**src/sv/cft_pkg.sv**
```systemverilog
// Shared types, constants and name lookups for the cron field tokenizer.
`timescale 1ns / 1ps

package cft_pkg;

    // Default longest string; positions saturate one below this
    localparam int CFT_MAX_LEN = 256;

    // Result queue depth
    localparam int CFT_QDEPTH = 4;

    // Token kinds
    localparam logic [3:0] K_END     = 4'd0;
    localparam logic [3:0] K_INT     = 4'd1;
    localparam logic [3:0] K_INTW    = 4'd2;
    localparam logic [3:0] K_INTL    = 4'd3;
    localparam logic [3:0] K_STAR    = 4'd4;
    localparam logic [3:0] K_QUEST   = 4'd5;
    localparam logic [3:0] K_DASH    = 4'd6;
    localparam logic [3:0] K_COMMA   = 4'd7;
    localparam logic [3:0] K_SLASH   = 4'd8;
    localparam logic [3:0] K_HASH    = 4'd9;
    localparam logic [3:0] K_L       = 4'd10;
    localparam logic [3:0] K_W       = 4'd11;
    localparam logic [3:0] K_MONTH   = 4'd12;
    localparam logic [3:0] K_WEEKDAY = 4'd13;
    localparam logic [3:0] K_ERROR   = 4'd14;

    // Character codes
    localparam logic [15:0] CH_NUL    = 16'h0000;
    localparam logic [15:0] CH_SPACE  = 16'h0020;
    localparam logic [15:0] CH_TAB    = 16'h0009;
    localparam logic [15:0] CH_CR     = 16'h000D;
    localparam logic [15:0] CH_DASH   = 16'h002D;
    localparam logic [15:0] CH_COMMA  = 16'h002C;
    localparam logic [15:0] CH_SLASH  = 16'h002F;
    localparam logic [15:0] CH_HASH   = 16'h0023;
    localparam logic [15:0] CH_STAR   = 16'h002A;
    localparam logic [15:0] CH_QUEST  = 16'h003F;
    localparam logic [15:0] CH_0      = 16'h0030;
    localparam logic [15:0] CH_9      = 16'h0039;
    localparam logic [15:0] CH_UA     = 16'h0041;
    localparam logic [15:0] CH_UZ     = 16'h005A;
    localparam logic [15:0] CH_LA     = 16'h0061;
    localparam logic [15:0] CH_LZ     = 16'h007A;
    localparam logic [15:0] CH_W      = 16'h0057;
    localparam logic [15:0] CH_L      = 16'h004C;

    // Scanner phase
    typedef enum logic [3:0] {
        PH_START,
        PH_SKIP,
        PH_STAR,
        PH_INT,
        PH_INTW,
        PH_INTL,
        PH_A1,
        PH_A2,
        PH_A3,
        PH_DEAD
    } t_phase;

    // Scanner state apart from the positions
    typedef struct packed {
        t_phase      phase;
        logic [15:0] acc;
        logic [6:0]  let0;
        logic [6:0]  let1;
        logic [6:0]  let2;
    } t_state;

    // One result item
    typedef struct packed {
        logic [3:0]  kind;
        logic [15:0] value;
        logic [7:0]  offset;
        logic [2:0]  err_field;
        logic        last;
    } t_res;

    // Outcome of a name lookup
    typedef struct packed {
        logic       hit;
        logic [3:0] idx;
    } t_lookup;

    // Packs three ASCII letters into 21 bits
    function automatic logic [20:0] pack3(input logic [23:0] s);
        return {s[22:16], s[14:8], s[6:0]};
    endfunction

    // Month names JAN..DEC give 0..11
    function automatic t_lookup month_lookup(input logic [20:0] n);
        t_lookup r;
        r.hit = 1'b1;
        case (n)
            pack3("JAN"): r.idx = 4'd0;
            pack3("FEB"): r.idx = 4'd1;
            pack3("MAR"): r.idx = 4'd2;
            pack3("APR"): r.idx = 4'd3;
            pack3("MAY"): r.idx = 4'd4;
            pack3("JUN"): r.idx = 4'd5;
            pack3("JUL"): r.idx = 4'd6;
            pack3("AUG"): r.idx = 4'd7;
            pack3("SEP"): r.idx = 4'd8;
            pack3("OCT"): r.idx = 4'd9;
            pack3("NOV"): r.idx = 4'd10;
            pack3("DEC"): r.idx = 4'd11;
            default: begin
                r.hit = 1'b0;
                r.idx = 4'd0;
            end
        endcase
        return r;
    endfunction

    // Weekday names SUN..SAT give 0..6
    function automatic t_lookup wday_lookup(input logic [20:0] n);
        t_lookup r;
        r.hit = 1'b1;
        case (n)
            pack3("SUN"): r.idx = 4'd0;
            pack3("MON"): r.idx = 4'd1;
            pack3("TUE"): r.idx = 4'd2;
            pack3("WED"): r.idx = 4'd3;
            pack3("THU"): r.idx = 4'd4;
            pack3("FRI"): r.idx = 4'd5;
            pack3("SAT"): r.idx = 4'd6;
            default: begin
                r.hit = 1'b0;
                r.idx = 4'd0;
            end
        endcase
        return r;
    endfunction

endpackage

```
**src/sv/cft_step.sv**
```systemverilog
// Next-state and result logic for one character of the tokenizer.
`timescale 1ns / 1ps

module cft_step #(
    parameter int MAX_LEN = cft_pkg::CFT_MAX_LEN,
    parameter int POS_W   = $clog2(MAX_LEN)
) (
    input  logic [15:0]         i_char,
    input  cft_pkg::t_state     i_state,
    input  logic [POS_W-1:0]    i_pos,
    input  logic [POS_W-1:0]    i_tstart,
    input  logic [2:0]          i_field_kind,
    output cft_pkg::t_state     o_state,
    output logic [POS_W-1:0]    o_pos,
    output logic [POS_W-1:0]    o_tstart,
    output logic [1:0]          o_cnt,
    output cft_pkg::t_res       o_res0,
    output cft_pkg::t_res       o_res1
);
    import cft_pkg::*;

    logic        is_nul, is_sp, is_dig, is_alpha, is_fol, is_sp_end;
    logic [3:0]  dk;
    logic [7:0]  pos_off, ts_off;
    logic [19:0] acc_mul;
    logic [19:0] acc_sum;
    logic [15:0] acc_next;
    t_lookup     mon, wdy;

    // begin-of-token evaluation
    logic        beg_emit;
    t_res        beg_res;
    t_state      beg_state;
    logic [POS_W-1:0] beg_tstart;
    logic        allow_delim;

    // token closed by this character
    logic        tok_emit;
    t_res        tok_res;
    logic        do_beg;
    t_state      n_state;

    // Character classes
    always_comb begin
        is_nul    = (i_char == CH_NUL);
        is_sp     = (i_char == CH_SPACE) || (i_char >= CH_TAB && i_char <= CH_CR);
        is_dig    = (i_char >= CH_0) && (i_char <= CH_9);
        is_alpha  = (i_char >= CH_UA && i_char <= CH_UZ) ||
                    (i_char >= CH_LA && i_char <= CH_LZ);
        is_sp_end = is_nul || (i_char == CH_SPACE);
        is_fol    = is_sp_end || (i_char == CH_COMMA) || (i_char == CH_DASH) ||
                    (i_char == CH_SLASH) || (i_char == CH_HASH);
        case (i_char)
            CH_DASH:  dk = K_DASH;
            CH_COMMA: dk = K_COMMA;
            CH_SLASH: dk = K_SLASH;
            CH_HASH:  dk = K_HASH;
            default:  dk = K_END;
        endcase
    end

    // Offsets clamp at 255
    assign pos_off = (32'(i_pos) > 32'd255)    ? 8'hFF : 8'(i_pos);
    assign ts_off  = (32'(i_tstart) > 32'd255) ? 8'hFF : 8'(i_tstart);

    // Decimal accumulate with saturation
    always_comb begin
        acc_mul  = {1'b0, i_state.acc, 3'b000} + {3'b000, i_state.acc, 1'b0};
        acc_sum  = acc_mul + {16'd0, i_char[3:0]};
        acc_next = (acc_sum > 20'hFFFF) ? 16'hFFFF : acc_sum[15:0];
    end

    // Name lookups
    assign mon = month_lookup({i_state.let0, i_state.let1, i_state.let2});
    assign wdy = wday_lookup({i_state.let0, i_state.let1, i_state.let2});

    // Character taken as the start of a token search
    always_comb begin
        allow_delim = (i_state.phase != PH_SKIP);
        beg_emit    = 1'b0;
        beg_state   = i_state;
        beg_tstart  = i_tstart;
        beg_res     = '{kind: K_END, value: 16'd0, offset: pos_off,
                        err_field: 3'd0, last: 1'b0};
        if (is_nul) begin
            beg_emit = 1'b1;
        end else if (allow_delim && dk != K_END) begin
            beg_emit        = 1'b1;
            beg_res.kind    = dk;
            beg_state.phase = PH_START;
        end else begin
            beg_tstart = i_pos;
            if (is_sp) begin
                beg_state.phase = PH_SKIP;
            end else if (i_char == CH_STAR || i_char == CH_QUEST) begin
                beg_state.acc   = (i_char == CH_STAR) ? 16'(K_STAR) : 16'(K_QUEST);
                beg_state.phase = PH_STAR;
            end else if (is_dig) begin
                beg_state.acc   = {12'd0, i_char[3:0]};
                beg_state.phase = PH_INT;
            end else if (is_alpha) begin
                beg_state.let0  = i_char[6:0];
                beg_state.phase = PH_A1;
            end else begin
                beg_emit          = 1'b1;
                beg_res.kind      = K_ERROR;
                beg_res.err_field = i_field_kind;
                beg_state.phase   = PH_DEAD;
            end
        end
    end

    // Phase handling
    always_comb begin
        n_state  = i_state;
        tok_emit = 1'b0;
        do_beg   = 1'b0;
        tok_res  = '{kind: K_ERROR, value: 16'd0, offset: ts_off,
                     err_field: i_field_kind, last: 1'b0};
        case (i_state.phase)
            PH_START, PH_SKIP: begin
                do_beg = 1'b1;
            end
            PH_STAR: begin
                tok_emit = 1'b1;
                if (is_sp_end) begin
                    tok_res.kind      = i_state.acc[3:0];
                    tok_res.err_field = 3'd0;
                    do_beg            = 1'b1;
                end else begin
                    n_state.phase = PH_DEAD;
                end
            end
            PH_INT: begin
                if (is_dig) begin
                    n_state.acc = acc_next;
                end else if (i_char == CH_W) begin
                    n_state.phase = PH_INTW;
                end else if (i_char == CH_L) begin
                    n_state.phase = PH_INTL;
                end else if (is_fol) begin
                    tok_emit          = 1'b1;
                    tok_res.kind      = K_INT;
                    tok_res.value     = i_state.acc;
                    tok_res.err_field = 3'd0;
                    do_beg            = 1'b1;
                end else begin
                    tok_emit      = 1'b1;
                    n_state.phase = PH_DEAD;
                end
            end
            PH_INTW, PH_INTL: begin
                tok_emit = 1'b1;
                if (is_fol) begin
                    tok_res.kind      = (i_state.phase == PH_INTW) ? K_INTW : K_INTL;
                    tok_res.value     = i_state.acc;
                    tok_res.err_field = 3'd0;
                    do_beg            = 1'b1;
                end else begin
                    n_state.phase = PH_DEAD;
                end
            end
            PH_A1: begin
                if (is_alpha) begin
                    n_state.let1  = i_char[6:0];
                    n_state.phase = PH_A2;
                end else if ((is_sp_end || i_char == CH_COMMA) &&
                             (i_state.let0 == CH_L[6:0] || i_state.let0 == CH_W[6:0])) begin
                    tok_emit          = 1'b1;
                    tok_res.kind      = (i_state.let0 == CH_L[6:0]) ? K_L : K_W;
                    tok_res.err_field = 3'd0;
                    do_beg            = 1'b1;
                end else begin
                    tok_emit      = 1'b1;
                    n_state.phase = PH_DEAD;
                end
            end
            PH_A2: begin
                if (is_alpha) begin
                    n_state.let2  = i_char[6:0];
                    n_state.phase = PH_A3;
                end else begin
                    tok_emit      = 1'b1;
                    n_state.phase = PH_DEAD;
                end
            end
            PH_A3: begin
                tok_emit = 1'b1;
                if (is_fol && mon.hit) begin
                    tok_res.kind      = K_MONTH;
                    tok_res.value     = {12'd0, mon.idx};
                    tok_res.err_field = 3'd0;
                    do_beg            = 1'b1;
                end else if (is_fol && wdy.hit) begin
                    tok_res.kind      = K_WEEKDAY;
                    tok_res.value     = {12'd0, wdy.idx};
                    tok_res.err_field = 3'd0;
                    do_beg            = 1'b1;
                end else begin
                    n_state.phase = PH_DEAD;
                end
            end
            default: begin
                // dead: swallow the rest of the string
            end
        endcase
    end

    // Merge, end-of-string handling and result ordering
    always_comb begin
        o_state  = do_beg ? beg_state : n_state;
        o_tstart = do_beg ? beg_tstart : i_tstart;
        if (is_nul) begin
            o_state.phase = PH_START;
            o_pos         = '0;
        end else if (32'(i_pos) < MAX_LEN - 1) begin
            o_pos = i_pos + POS_W'(1);
        end else begin
            o_pos = i_pos;
        end

        o_res0 = tok_res;
        o_res1 = beg_res;
        o_cnt  = 2'd0;
        if (tok_emit && do_beg && beg_emit) begin
            o_cnt       = 2'd2;
            o_res1.last = 1'b1;
        end else if (tok_emit) begin
            o_cnt       = 2'd1;
            o_res0.last = 1'b1;
        end else if (do_beg && beg_emit) begin
            o_cnt       = 2'd1;
            o_res0      = beg_res;
            o_res0.last = 1'b1;
        end
    end

endmodule

```
**src/sv/cft_outq.sv**
```systemverilog
// Result queue: takes up to two results a cycle, gives one a cycle while the receiver is ready.
`timescale 1ns / 1ps

module cft_outq (
    input  logic           i_clk,
    input  logic           i_rst_n,
    input  logic [1:0]     i_push,
    input  cft_pkg::t_res  i_res0,
    input  cft_pkg::t_res  i_res1,
    output logic           o_room2,
    output logic           o_valid,
    input  logic           i_ready,
    output cft_pkg::t_res  o_res
);
    import cft_pkg::*;

    localparam int PTR_W = $clog2(CFT_QDEPTH);
    localparam int CNT_W = PTR_W + 1;

    t_res             r_mem [CFT_QDEPTH];
    logic [PTR_W-1:0] r_wp, r_rp;
    logic [CNT_W-1:0] r_cnt;
    logic             pop;

    assign o_valid = (r_cnt != '0);
    assign pop     = o_valid && i_ready;
    assign o_res   = r_mem[r_rp];

    // Two free slots, counting the one leaving this cycle
    assign o_room2 = (32'(r_cnt) <= CFT_QDEPTH - 2) ||
                     ((32'(r_cnt) == CFT_QDEPTH - 1) && pop);

    // Pointers and fill count
    always_ff @(posedge i_clk) begin
        if (!i_rst_n) begin
            r_wp  <= '0;
            r_rp  <= '0;
            r_cnt <= '0;
        end else begin
            r_wp  <= r_wp + PTR_W'(i_push);
            r_rp  <= r_rp + PTR_W'(pop);
            r_cnt <= r_cnt + CNT_W'(i_push) - CNT_W'(pop);
        end
    end

    // Storage
    always_ff @(posedge i_clk) begin
        if (i_push != 2'd0) begin
            r_mem[r_wp] <= i_res0;
        end
        if (i_push == 2'd2) begin
            r_mem[r_wp + PTR_W'(1)] <= i_res1;
        end
    end

endmodule

```
**src/sv/cron_field_tokenizer.sv**
```systemverilog
// Top level of the cron field tokenizer: input register, scanner state, result queue.
`timescale 1ns / 1ps

// Splits the text of one cron field into tokens, one character per request.
// Input channel: i_valid / o_ready with i_char_code; a code of 0 ends the
// string and produces the end token, unless the string gave an error token.
// Output channel: o_valid / i_ready with one token per request; o_last marks
// the final token caused by a character. A character may give no token, one,
// or two (a token plus the delimiter or end that follows it).
// A character is registered on acceptance, then scanned once two queue slots
// are free; its tokens are written into the result queue and offered from it.
// Throughput: one character per cycle while the tokens are taken as fast as
// they come; the four-entry result queue sets the limit, since a character
// is scanned only when two slots are free.
// i_cfg_we / i_cfg_wdata write the field kind echoed in error tokens; write
// it only while the block is idle.
// Synchronous reset (i_rst_n low) empties the queue, drops a held character
// and returns the scanner to the start of a new string with field kind 0.
// When the receiver stalls, the queue fills and o_ready falls; nothing is lost.
module cron_field_tokenizer #(
    parameter int MAX_LEN = cft_pkg::CFT_MAX_LEN
) (
    input  logic        i_clk,
    input  logic        i_rst_n,
    input  logic        i_cfg_we,
    input  logic [2:0]  i_cfg_wdata,
    input  logic        i_valid,
    output logic        o_ready,
    input  logic [15:0] i_char_code,
    output logic        o_valid,
    input  logic        i_ready,
    output logic [3:0]  o_token_kind,
    output logic [15:0] o_token_value,
    output logic [7:0]  o_offset,
    output logic [2:0]  o_error_field,
    output logic        o_last
);
    import cft_pkg::*;

    localparam int POS_W = $clog2(MAX_LEN);

    logic             r_in_vld;
    logic [15:0]      r_char;
    logic [2:0]       r_field_kind;
    t_state           r_state, n_state;
    logic [POS_W-1:0] r_pos, n_pos;
    logic [POS_W-1:0] r_tstart, n_tstart;

    logic [1:0]       step_cnt;
    t_res             res0, res1, q_res;
    logic             room2, step_go;
    logic [1:0]       push;

    // Scan the held character once the queue has room for both results
    assign step_go = r_in_vld && room2;
    assign o_ready = !r_in_vld || step_go;
    assign push    = step_go ? step_cnt : 2'd0;

    // Input register
    always_ff @(posedge i_clk) begin
        if (!i_rst_n) begin
            r_in_vld <= 1'b0;
        end else if (o_ready) begin
            r_in_vld <= i_valid;
        end
    end

    always_ff @(posedge i_clk) begin
        if (o_ready) begin
            r_char <= i_char_code;
        end
    end

    // Configuration register
    always_ff @(posedge i_clk) begin
        if (!i_rst_n) begin
            r_field_kind <= 3'd0;
        end else if (i_cfg_we) begin
            r_field_kind <= i_cfg_wdata;
        end
    end

    // Scanner state
    always_ff @(posedge i_clk) begin
        if (!i_rst_n) begin
            r_state  <= '{phase: PH_START, acc: 16'd0, let0: 7'd0, let1: 7'd0, let2: 7'd0};
            r_pos    <= '0;
            r_tstart <= '0;
        end else if (step_go) begin
            r_state  <= n_state;
            r_pos    <= n_pos;
            r_tstart <= n_tstart;
        end
    end

    cft_step #(
        .MAX_LEN (MAX_LEN),
        .POS_W   (POS_W)
    ) u_step (
        .i_char       (r_char),
        .i_state      (r_state),
        .i_pos        (r_pos),
        .i_tstart     (r_tstart),
        .i_field_kind (r_field_kind),
        .o_state      (n_state),
        .o_pos        (n_pos),
        .o_tstart     (n_tstart),
        .o_cnt        (step_cnt),
        .o_res0       (res0),
        .o_res1       (res1)
    );

    cft_outq u_outq (
        .i_clk   (i_clk),
        .i_rst_n (i_rst_n),
        .i_push  (push),
        .i_res0  (res0),
        .i_res1  (res1),
        .o_room2 (room2),
        .o_valid (o_valid),
        .i_ready (i_ready),
        .o_res   (q_res)
    );

    // Result fields
    assign o_token_kind  = q_res.kind;
    assign o_token_value = q_res.value;
    assign o_offset      = q_res.offset;
    assign o_error_field = q_res.err_field;
    assign o_last        = q_res.last;

endmodule

```
**config.mk**
```make
export PLATFORM = sky130hd
export DESIGN_NAME = cron_field_tokenizer
export DESIGN_NICKNAME = d
export VERILOG_FILES = /design/src/sv/cft_pkg.sv /design/src/sv/cft_step.sv /design/src/sv/cft_outq.sv /design/src/sv/cron_field_tokenizer.sv
export SDC_FILE = /design/constraint.sdc
export NUM_CORES = 1
export LEC_CHECK = 0
export ABC_AREA = 1
export BUFFER_PORTS_ARGS = -buffer_cell sky130_fd_sc_hd__clkbuf_2
export CAP_MARGIN = 20
export CORE_ASPECT_RATIO = 1.75
export CORE_UTILIZATION = 40
export CTS_BUF_LIST = sky130_fd_sc_hd__clkbuf_4
export DETAILED_ROUTE_END_ITERATION = 10
export GPL_TIMING_DRIVEN = 0
export PLACE_DENSITY = 0.53
export SLEW_MARGIN = 25
export SYNTH_ARGS = -nofsm -noshare
export SYNTH_HDL_FRONTEND = slang
export SYNTH_SLANG_ARGS = --single-unit
```
**constraint.sdc**
```tcl
create_clock -name i_clk -period 4.64 [get_ports i_clk]
set_clock_uncertainty 0.15 [all_clocks]
set_input_delay 0.928 -clock i_clk [delete_from_list [all_inputs] [get_ports i_clk]]
set_output_delay 0.928 -clock i_clk [all_outputs]
set_load 0.01 [all_outputs]
```
### Word level (Yosys, flattened, before mapping)

Memory sizes are Yosys's and may differ from the RTL's. A register that Yosys moved wholly into a read port is not among the register bits.
Cells that the tools add are included.

* register bits: 84
* bits in writable memories: 128
* input bits: 24
* output and inout port bits: 34
* logic and storage cells: 247
* memories kept: 1

* add/sub/neg operators: 8
* order comparisons: 11
* equality and inequality tests: 49
* multiplexer cells: 110
* bitwise gates (word level): 6
* reduce and logical (&&, ||, !) cells: 49

Memories
* u_outq.r_mem: words 4, bits a word 32, read ports 1, clocked after memory_dff 1, wr ports 2, line cft_outq.sv:20 `t_res r_mem [CFT_QDEPTH];`

Operators by type and width (number)
* 21-bit equality test (second input constant): 19
* 20-bit 2-to-1 mux: 7
* 16-bit by 6-bit equality test with 1-bit output (second input constant): 7
* 4-bit 2-to-1 mux: 23
* 16-bit 2-to-1 mux: 4
* 32-bit 2-to-1 mux: 2
* 7-bit 2-to-1 mux: 7
* 16-bit case mux with 3 select lines: 1
* 23-bit 2-to-1 mux: 2
* 3-bit 2-to-1 mux: 15
* 4-bit case mux with 11 select lines: 1
* 41-bit 2-to-1 mux: 1
* 16-bit by 7-bit equality test with 1-bit output (second input constant): 2
* 16-bit by 7-bit >= comparator with 1-bit output (second input constant): 2
* 16-bit by 7-bit <= comparator with 1-bit output (second input constant): 2
* 1-bit 2-to-1 mux: 31
* 31-bit 2-to-1 mux: 1
* 27-bit 2-to-1 mux: 1
* 4-bit case mux with 6 select lines: 1
* 19-bit by 17-bit adder with 20-bit output: 1
* 20-bit by 4-bit adder with 20-bit output: 1
* 20-bit by 16-bit > comparator with 1-bit output (second input constant): 1
* 4-bit case mux with 5 select lines: 1
* 18-bit 2-to-1 mux: 1
* other kinds (49): 99

### Logic depth before layout (Yosys ltp)

* depth after elaboration: 19
* mapped depth: 24
* depth with buffers taken out: 24

### Cells and area by module

A second synthesis with hierarchy kept.

* cells, all modules: 2072
* area, all modules: 14863.0 µm²

By module, submodules not included
* cft_outq: times used 1, cells each 755, area an instance 7223.2 µm²
* cft_step: times used 1, cells each 917, area an instance 4662.0 µm²
* cron_field_tokenizer: times used 1, cells each 400, area an instance 2977.9 µm²

### Worst setup path before layout

Ideal clock, no wire load.

* kind: reg-to-reg
* start point: register r_char[3]
* end point: memory u_outq.r_mem[1][0] (netlist name), enable pin
* data arrival time: 2.786 ns
* setup slack: 1.332 ns
* stages on the path, launching flop included: 20
* buffers on the path: 4
* period minus slack after synthesis: 3.308 ns
* cell sequence: edfxtp_1 buf_4 nor2_4 nand3_2 inv_2 nand3_1 buf_4 nand3_2 nand2_1 nand2_1 nand3_1 nor2_2 nand2_2 nand2_2 nand2_4 a21oi_4 nand2_1 buf_2 buf_6 nand2_1

RTL lines
* start: declaration: line cron_field_tokenizer.sv:43 `logic [15:0] r_char;`
* start signal: assignment: line cron_field_tokenizer.sv:70 `r_char <= i_char_code;`
* end: declaration: line cft_outq.sv:20

==> impl_metrics.toml <==
[clocking]
clockRootBuffer = "clkbuf_4"
cts_tree = "done"
cts_buffers = 53
clockBufferDepth = 3
clkSlewWorstSetupHoldPaths_ns = 0.07
post_cts_buffers = 0
clkLatencyLatePin_ns = 0.73
cts_sinks = 212
cts_max_level = 2

[worst_setup_path]
cp_slowest_cell = "clkbuf_1"
cp_max_fo = 16
cp_num_buf_inv = 2
cp-end-kind = "flip-flop"
crit_family = "simple AND/OR/NAND/NOR gates"
required_ns = 4.80
worstSetupStartpointType = "flip-flop"
crit_chain = "inv_2 > nand2_1 > nor2_1 > nand4_1 > nand2_1 > o21ai_1 > nor3_2 > a21oi_4 > nand2_2 > clkbuf_1 > nand2_2"
crit_path_max_incr_delay_ns = 0.65
crit_type = "reg2reg"
cp.arrival_ns = 4.60

[sta]
max_freq_mhz = 225
final_hold_viol_count = 0
final_max_slew_viol_count = 0
finalSetupTns_ns = 0
min_period_ns = 4.44
max_slew.worst_pin.slew_ns = 0.929
fin_crit_sh_pct = 95.8
rsz0062_at_grt = "no"
setup_viol = 0
slew_headroom_pct = 37.4

[pwr]
ir_drop_mv = 0.237
power_density_nw_per_um2 = 461
power.share.clock_pct = 24.3
sw_frac_of_total_pct = 40.8
combPwrFrac_pct = 37.1
switching_power_uw = 2650
seqPwrFrac_pct = 38.6
p_int_uw = 3850
power.leakage_uw = 0.00644

[synth]
ys.flop_type = "dfxtp_1"
synth-seq-cells = 212
syn-mean-instance-area_sq_um = 6.98
syn_area_sq_um = 12700
ys_async_sr_fraction_pct = 0
syn_nets = 1877
ys_seq_area_share_pct = 39.8
yosys_warnings = 0
synth.distinct_cells = 53
synth-edff-count = 80
syn_inst = 1813

[placed_design]
dp_hpwl_um = 33000
numPortBuffers = 56
placed_cell_area_sq_um = 13400
place_congestion = 0.952

[cells_and_area]
final_cell_area_sq_um = 14100
syn_to_final_growth_pct = 11.4
final_common_cell = "nand2_1"
final_cell_mix = "nand2_1 (359), nor2_1 (316), inv_1 (180)"
nNetsFinal = 1988
drive_above_1_share_pct = 11.0
final_util_pct = 45.6

[run]
maxCapViolations = 0

[floorplan]
die_y_um = 237
ioPinCount = 58
dieArea_sq_um = 32400
rows = 85
initial_core_util_pct = 40.9
coreArea_sq_um = 30900
die_w_um = 136

[drt]
drt-initial-drc-count = 833
remaining_drc_errors = 0
via_count = 12600
firstDrtPassIters = 8
wl_per_cell_um = 18.7
ant_nets = 0
drt-total-wl_um = 43900
vias_per_cell = 5.36

[global_routing]
first_global_vias = 12300
track_usage_pct = 27.6
antenna_found_initial = 2
grt_start_max_net_pins = 19
grt.overflow.total = 0
grt_first_pass_wirelength_um = 67400

[worst_hold_path]
hp-class = "in2reg"

[run_status]
status = "completed"
synth_stat cells (3+ instances only):
library cell    n  area, sq um
xor2_1         10         87.6
nor2_2          8         50.1
nor2_1        316         1190
nor3_1         29          145
a31oi_1         5         31.3
buf_6           3         33.8
o21ai_1        22          110
inv_2          12         45.0
buf_4           9         67.6
a211oi_1       15          113
nor4_1          5         31.3
nand2_2         5         31.3
o2111ai_1       5         43.8
fa_1            3         60.1
nand4_1        28          175
buf_2          22          110
dfxtp_1       132         2640
clkbuf_1       41          154
xnor2_1         9         78.8
o22ai_1        36          225
o211ai_1        4         30.0
edfxtp_1       80         2400
ha_1           37          463
inv_1         180          676
buf_1           3         11.3
clkinv_1        5         18.8
nand3_2         4         40.0
nand2_1       363         1360
nand3_1       128          641
a21oi_1       124          621
o21ai_0       142          711
cell families after synthesis:
kind of cell             after synthesis  synth area share [%]
flip-flops                           212                  39.8
AO/OA/AOI/OAI                        369                  16.1
XOR/XNOR                              19                  1.31
AND/OR/NAND/NOR                      898                  29.8
buffers and inverters                275                  8.81
adder cells (fa/ha/maj)               40                  4.13
state kept, by name, summed over array words and instances (netlist names):
register and count:
u_outq.r_cnt 3, u_outq.r_wp 2, r_pos 8, r_char 16, u_outq.r_mem 128, r_field_kind 3, r_tstart 8, r_state 41
u_outq.r_rp 2, r_in_vld 1
routing by layer:
metal | GRT usage (%) | up-vias | part of all wire (%)
met5 | 0 | - | 0.030
met1 | 28.7 | 5758 | 38
li1 | - | 6309 | -
met2 | 52.7 | 403 | 53
met3 | 3.41 | 141 | 4.1
met4 | 14.1 | 2 | 5.2
repair_timing:
item | 4_1_cts | 5_1_grt
resized for setup | 2 | 2
setup endpoints to repair | 32 | 32
hold buffers | 0 | 0
power groups by stage:
stage          sequential (uW)  clock (uW)  combinational, uW
6_report                  2510        1580               2410
5_1_grt                   2550        1710               2680
2_1_floorplan             2490           0               1560
4_1_cts                   2510        1620               2420
3_3_place_gp              2540           0               2410
3_5_place_dp              2550           0               2410
through the flow:
stage	worst slack, ns	total power (uW)	hold WS [ns]	instances
6_report	0.196	6500	0.250	2355
2_1_floorplan	1.33	4050	0.274	1813
4_1_cts	0.177	6550	0.191	2352
5_1_grt	0.0139	6930	0.200	2354
3_3_place_gp	-0.0906	4940	0.282	2260
3_5_place_dp	-0.0281	4960	0.286	2260
layout make-up:
cell class	count	area (sq um)
Fill cell	3295	16800
Multi-Input combinational cell	1326	6510
Sequential cell	212	5040
Inverter	197	739
Clock buffer	80	601
Tap cell	391	489
Buffer	78	377
Timing Repair Buffer	56	280
Clock inverter	12	53.8
Antenna cell	3	7.51
final timing paths:
| path | from | end | slack (ns) | cells past startpoint |
|---|---|---|---|---|
| worst max-delay path | r_char[1]$_DFFE_PP_ | u_outq.r_mem[3][3]$_DFFE_PP_ | 0.20 | 11 |
| worst min-delay path | i_char_code[7] | r_char[7]$_DFFE_PP_ | 0.25 | 1 |
| worst max register to register | r_char[1]$_DFFE_PP_ | u_outq.r_mem[3][3]$_DFFE_PP_ | 0.20 | 11 |
| worst min register to register | r_tstart[1]$_SDFFE_PN0P_ | r_tstart[1]$_SDFFE_PN0P_ | 0.29 | 2 |
Power figures use the tool's default switching activity.
